<file path="src/hdl/assert_macros.svh">
// Assertion macros for the files that check their own logic.
`ifndef ASSERT_MACROS_SVH
`define ASSERT_MACROS_SVH

// Check an implication or property on every rising clock edge outside reset.
`define AST_PROP(lbl, clk, rst_n, prop) \
    lbl: assert property (@(posedge clk) disable iff (!rst_n) (prop)) \
        else $error("property violated");

// Check that a condition never holds outside reset.
`define AST_NEVER(lbl, clk, rst_n, cond) \
    lbl: assert property (@(posedge clk) disable iff (!rst_n) !(cond)) \
        else $error("forbidden condition seen");

`endif

</file>
<file path="src/hdl/dfce_pkg.sv">
// Shared types and codes of the dynamic forest connectivity engine.
package dfce_pkg;

    localparam int ACTION_W = 4;
    localparam int VTX_W    = 6;
    localparam int S_DATA_W = 16;
    localparam int M_DATA_W = 24;
    localparam int SIZE_W   = 7;

    localparam logic [ACTION_W-1:0] ACT_LINK     = 4'd0;
    localparam logic [ACTION_W-1:0] ACT_CUT      = 4'd1;
    localparam logic [ACTION_W-1:0] ACT_CONN     = 4'd2;
    localparam logic [ACTION_W-1:0] ACT_SIZE     = 4'd3;
    localparam logic [ACTION_W-1:0] ACT_ADD_NT   = 4'd4;
    localparam logic [ACTION_W-1:0] ACT_REM_NT   = 4'd5;
    localparam logic [ACTION_W-1:0] ACT_SET_MARK = 4'd6;
    localparam logic [ACTION_W-1:0] ACT_FIND_MK  = 4'd7;
    localparam logic [ACTION_W-1:0] ACT_FIND_NT  = 4'd8;

    typedef enum logic [1:0] {
        KIND_NONE,
        KIND_UPDATE,
        KIND_COMP,
        KIND_FIND
    } kind_t;

    typedef enum logic [3:0] {
        ST_IDLE,
        ST_DISPATCH,
        ST_UPD_RD,
        ST_UPD_WR,
        ST_COMP_SEL,
        ST_COMP_FOLD,
        ST_SCAN_SEL,
        ST_SCAN_CHK,
        ST_OUT
    } state_t;

    typedef struct packed {
        logic load;
        logic rd_row;
        logic wr_row;
        logic use_b;
        logic comp_init;
        logic comp_pick;
        logic comp_fold;
        logic scan_init;
        logic scan_pick;
        logic scan_check;
        logic emit;
    } cmd_t;

    typedef struct packed {
        kind_t kind;
        logic  cand_empty;
        logic  hit_any;
        logic  out_full;
    } sts_t;

endpackage

</file>
<file path="src/hdl/dfce_ctrl.sv">
// Controller state machine of the connectivity engine.
module dfce_ctrl (
    input  logic          aclk,
    input  logic          aresetn,
    input  logic          s_tvalid,
    output logic          s_tready,
    input  dfce_pkg::sts_t sts,
    output dfce_pkg::cmd_t cmd
);
    import dfce_pkg::*;

    state_t state_reg, state_next;
    logic   pass_reg, pass_next;

    always_ff @(posedge aclk) begin
        if (!aresetn) begin
            state_reg <= ST_IDLE;
            pass_reg  <= 1'b0;
        end else begin
            state_reg <= state_next;
            pass_reg  <= pass_next;
        end
    end

    // next state
    always_comb begin
        state_next = state_reg;
        pass_next  = pass_reg;
        case (state_reg)
            ST_IDLE: begin
                pass_next = 1'b0;
                if (s_tvalid) state_next = ST_DISPATCH;
            end
            ST_DISPATCH: begin
                case (sts.kind)
                    KIND_UPDATE: state_next = ST_UPD_RD;
                    KIND_COMP, KIND_FIND: state_next = ST_COMP_SEL;
                    default: state_next = ST_OUT;
                endcase
            end
            ST_UPD_RD: state_next = ST_UPD_WR;
            ST_UPD_WR: begin
                if (pass_reg) begin
                    state_next = ST_OUT;
                end else begin
                    pass_next  = 1'b1;
                    state_next = ST_UPD_RD;
                end
            end
            ST_COMP_SEL: begin
                if (!sts.cand_empty) state_next = ST_COMP_FOLD;
                else if (sts.kind == KIND_FIND) state_next = ST_SCAN_SEL;
                else state_next = ST_OUT;
            end
            ST_COMP_FOLD: state_next = ST_COMP_SEL;
            ST_SCAN_SEL: begin
                if (sts.cand_empty) state_next = ST_OUT;
                else state_next = ST_SCAN_CHK;
            end
            ST_SCAN_CHK: begin
                if (sts.hit_any) state_next = ST_OUT;
                else state_next = ST_SCAN_SEL;
            end
            ST_OUT: begin
                if (!sts.out_full) state_next = ST_IDLE;
            end
            default: state_next = ST_IDLE;
        endcase
    end

    // outputs
    always_comb begin
        cmd      = '0;
        s_tready = 1'b0;
        case (state_reg)
            ST_IDLE: begin
                s_tready = 1'b1;
                cmd.load = s_tvalid;
            end
            ST_DISPATCH: cmd.comp_init = (sts.kind == KIND_COMP) || (sts.kind == KIND_FIND);
            ST_UPD_RD: begin
                cmd.rd_row = 1'b1;
                cmd.use_b  = pass_reg;
            end
            ST_UPD_WR: begin
                cmd.wr_row = 1'b1;
                cmd.use_b  = pass_reg;
            end
            ST_COMP_SEL: begin
                cmd.comp_pick = !sts.cand_empty;
                cmd.scan_init = sts.cand_empty && (sts.kind == KIND_FIND);
            end
            ST_COMP_FOLD: cmd.comp_fold = 1'b1;
            ST_SCAN_SEL: cmd.scan_pick = !sts.cand_empty;
            ST_SCAN_CHK: cmd.scan_check = 1'b1;
            // hold the new result until the output register is free
            ST_OUT: cmd.emit = !sts.out_full;
            default: cmd = '0;
        endcase
    end
endmodule

</file>
<file path="config.mk">
export PLATFORM = sky130hd
export DESIGN_NAME = dfce_ctrl
export DESIGN_NICKNAME = d
export VERILOG_FILES = /design/src/hdl/assert_macros.svh /design/src/hdl/dfce_pkg.sv /design/src/hdl/dfce_ctrl.sv
export SDC_FILE = /design/constraint.sdc
export NUM_CORES = 1
export LEC_CHECK = 0
export BUFFER_PORTS_ARGS = -buffer_cell sky130_fd_sc_hd__buf_4
export CAP_MARGIN = 15
export CORE_AREA = 2 2 39 41
export DETAILED_ROUTE_END_ITERATION = 16
export DIE_AREA = 0 0 41 43
export GPL_TIMING_DRIVEN = 1
export MAX_ROUTING_LAYER = met4
export PLACE_DENSITY = 0.7
export SLEW_MARGIN = 10
export SYNTH_ARGS = -nofsm -noshare
export SYNTH_HDL_FRONTEND = slang
export SYNTH_SLANG_ARGS = --single-unit
</file>
<file path="constraint.sdc">
create_clock -name aclk -period 1.45 [get_ports aclk]
set_input_delay 0.2175 -clock aclk [delete_from_list [all_inputs] [get_ports aclk]]
set_output_delay 0.2175 -clock aclk [all_outputs]
set_load 0.05 [all_outputs]
</file>
; Word level (Yosys, flattened, before mapping)
; Cells that the tools add are included.
[word_totals]
ff_bits = 5
inputBits = 8
out_inout_bits = 12
elab_cells = 46
[classes]
n_eq_ne = 13
mux = 22
reduce_logical = 9
[op_table]
columns = op, count
row1 = $pmux W4 S9, 1
row2 = $mux W4, 7
row3 = $eq A4 B3 Y1 const B, 4
row4 = $mux W1, 12
row5 = $eq A4 B2 Y1 const B, 2
row6 = $pmux W4 S2, 1
row7 = $eq A2 B2 Y1 const B, 2
row8 = $eq A4 B1 Y1 const B, 1
row9 = $eq A4 B4 Y1 const B, 1
row10 = $logic_not A4 Y1, 1
row11 = $ne A2 B2 Y1 const B, 2
row12 = $reduce_or A2 Y1, 2
row13 = $eq A2 B1 Y1 const B, 1
row14 = $logic_not A1 Y1, 2
row15 = $pmux W1 S2, 1
row16 = $reduce_and A2 Y1, 1
row17 = $reduce_bool A2 Y1, 1
row18 = $logic_and A1 B1 Y1, 1
row19 = $logic_or A1 B1 Y1, 1

; Depth between registers and ports, before layout
[logic_depth]
ltp_word = 4
mapped_depth = 5
depth_no_buf = 4

; Least setup slack after synthesis
; OpenSTA, ideal clock, no wires.
[synth_timing]
path_type = register to output
from = reg state_reg[2]
to = out cmd[0] (netlist bit)
arrival_time_ps = 2116
t_required_ps = 1233
setup_slack_ps = -884
path_stages_with_launch = 4
n_path_buf = 1
cell_sequence = dfxtp_1 -> buf_2 -> nor2_1 -> nor4bb_1
[synth_rtl]
columns = element, line_no
row1 = from (decl), dfce_ctrl.sv:12  ; state_t state_reg, state_next;
row2 = from (signal assigned), dfce_ctrl.sv:20  ; state_reg <= state_next;
row3 = to (decl), dfce_ctrl.sv:8  ; output dfce_pkg::cmd_t cmd

==> impl_metrics.tcl <==
set metrics [dict create \
    status "complete, but fails checks" \
    failed_checks "negative setup slack" \
    post_synthesis_async_set_or_reset_flop_share 0 \
    drt-vias-per-instance 5.21 \
    top_level_ports 20 \
    cts_root_buf "sky130_fd_sc_hd__clkbuf_4" \
    drt-pass1-iter-count 4 \
    clk_pin_slew_ns 0.05 \
    total_leakage_power_uw 0.000443 \
    cp_max_fo 2 \
    vias_in_the_first_global_route 573 \
    synth_fa_ha_area_frac 0 \
    postSynthAreaPerCell_um2 8.62 \
    cellPowerDensity_nw_per_um2 672 \
    route.vias.total 599 \
    finalWorstSetupSlack_ns -0.345 \
    finalSetupViolations 17 \
    route.final.wire_length_um 1780 \
    yosys.area.top_type "sky130_fd_sc_hd__dfxtp_1" \
    cts_made_buffers 3 \
    chipWidth_um 41 \
    synth-xor-area-share 0 \
    global_route.overflow_total 0 \
    worstHoldStart "aresetn" \
    hpwlAfterDp_um 966 \
    register_to_register_path_setup_slack_ns -0.11 \
    post-route-period-util 1.24 \
    cts_buffer_depth 2 \
    hold_path.class "in -> reg" \
    synth_largest_type_area_fraction 0.219 \
    drt_first_iter_violations 6 \
    num-nets-final 108 \
    rr_worst_depth 7 \
    finalWorstPathRequiredPeriod_ns 1.80 \
    worst-slew-pin-transition_ns 0.332 \
    effective_utilization_at_floorplan 0.330 \
    synth.area.mux_share 0.0466 \
    tritoncts "done" \
    seq_area_frac_synth 0.219 \
    cp.required_ns 1.23 \
    ys.warnings.count 0 \
    synth_top_family_by_area "simple AND/OR/NAND/NOR gates" \
    grt_antenna_before_repair 0 \
    peakVddDrop_mv 0.459 \
    timing.rr.start "state_reg[0]" \
    grt_first_pass_wirelength_um 2420 \
    synth_compound_area_frac 0.203 \
    syn_inst 53 \
    timing_max_transition_violations_final 0 \
    fp.dieH_um 43 \
    post_synth_and_or_nand_nor_area_fraction 0.405 \
    avgRoutedWirePerCell_um 15.5 \
    num_rows 14 \
    hold_end "state_reg[3]" \
    worst_hold_margin_ns 0.217 \
    grt_setup_unrepaired "yes" \
    number_of_flops_mapped_to_enable_cells_by_yosys 0 \
    cts.htree.levels 1 \
    core-area_um2 1380 \
    timing.slew.headroom 0.773 \
    layout-area-overhead-vs-synth_pct 138 \
    maximum_number_of_pins_on_one_net_before_global_route_repair 9 \
    synthesis.area_um2 457 \
    worst-endpoint-arrival_ns 1.58 \
    synth.area.top_cells "sky130_fd_sc_hd__dfxtp_1 22%, sky130_fd_sc_hd__buf_6 4.9%, sky130_fd_sc_hd__nor2_1 4.1%, sky130_fd_sc_hd__a41oi_2 3.6%, sky130_fd_sc_hd__buf_4 3.3%" \
    max_freq_mhz 557 \
    fin_skew_ns 0.000777 \
    layout.cell_area.non_filler_um2 1090 \
    die_area_um2 1760 \
    setup.worst_path.class "reg -> out" \
    holdBufCountCts 0 \
    report.final.hold_viol_count 0 \
    cp-start-kind "flop" \
    clk_latency_ns 0.25 \
    synth.ff_latch_count 5 \
    worst_hold_path.num_cells 2 \
    critical_r2r_capture "state_reg[0]" \
    postRouteAntennaNets 0 \
    max_cap_viol_count 0 \
    synth_top_flop_cell "sky130_fd_sc_hd__dfxtp_1" \
    detail_route.drc_violations 0 \
    routabilityCongestion 0.776 \
    largest_register_ff_count 4 \
    layout-drive-gt1-share 0.838 \
    number_of_antenna_cells_inserted 0 \
    overall_global_routing_resource_usage 0.204 \
    placed_cell_area_um2 762 \
    post_route_setup_tns_ns -2.44 \
    netlist-cell-type-count 36 \
    number_of_sinks_driven_by_the_clock_tree 5 \
    synth.net_count 61 \
    port_buffers 19 \
    critical_path.endpoint_type "output pin" \
]
## worst max-delay path by stage
stage / startpoint / endpoint
final: state_reg[0] / cmd[3]
after detailed placement: state_reg[0] / cmd[3]
after global placement: state_reg[0] / cmd[3]
after global routing: state_reg[0] / cmd[3]
after floorplan: state_reg[1] / cmd[3]
after CTS: state_reg[0] / cmd[3]
## area by class of cell
| class | count | area [um2] |
|---|---|---|
| Clock buffer | 4 | 26.3 |
| Tap cell | 16 | 20.0 |
| Multi-Input combinational cell | 39 | 438 |
| Sequential cell | 5 | 108 |
| Fill cell | 87 | 297 |
| Timing Repair Buffer | 47 | 469 |
| Inverter | 4 | 26.3 |
## worst max-delay path, stage by stage (launching register included)
cell and delay [ns]:
sky130_fd_sc_hd__dfxtp_2 0.32, sky130_fd_sc_hd__or4b_4 0.54, sky130_fd_sc_hd__or2_4 0.26, sky130_fd_sc_hd__clkinvlp_4 0.07, sky130_fd_sc_hd__buf_8 0.13
## Yosys cell counts (all sizes together), types with 2 or more instances
cell / number
buf: 5
nor3b: 2
inv: 4
nand2: 3
nor2: 5
dfxtp: 5
nand3b: 2
a41oi: 2
## cell families (layout without fill, tap and decap cells)
| logic type | after synthesis | after routing |
|---|---|---|
| AOI/OAI and AO/OA | 10 | 10 |
| buffers and inverters | 9 | 55 |
| DFF | 5 | 5 |
| muxes | 2 | 2 |
| and+or+nand+nor | 27 | 27 |
## routing by layer
layer	GRT usage	wire length, um
met2	0.328	886
met1	0.252	788
met5	-	0
met3	0.0314	66
met4	0.0600	41
## power by group
part | internal (uW) | switching (uW)
Sequential | 146 | 8.14
Clock | 105 | 66.6
Combinational | 210 | 196
Total | 460 | 271
## cell usage in the layout, fill, tap and decap left out, types with 2 or more instances in the layout
cell,Yosys,layout
sky130_fd_sc_hd__nand3b_1,2,2
sky130_fd_sc_hd__clkinvlp_4,0,3
sky130_fd_sc_hd__buf_4,2,23
sky130_fd_sc_hd__clkbuf_4,0,3
sky130_fd_sc_hd__nor2_4,0,5
sky130_fd_sc_hd__buf_8,0,7
sky130_fd_sc_hd__buf_6,2,17
sky130_fd_sc_hd__dfxtp_2,0,3
## metrics by stage
stage	utilization	setup WS, ns	total power, uW	std cells
CTS	0.699	-0.332	665	109
finish	0.786	-0.345	731	115
detailed placement	0.551	-0.110	405	97
global placement	0.551	-0.0952	404	97
global route	0.786	-0.385	766	115
floorplan	-	-0.131	324	53
## timing repair
| item | CTS | global route |
|---|---|---|
| setup buffers | 8 | 6 |
| pin swaps | 7 | 9 |
| hold endpoints to repair | 0 | 0 |
| setup endpoints to repair | 15 | 16 |
| gates cloned | 0 | 0 |
| gates resized for setup | 34 | 19 |
(Power assumes the default switching activity.)
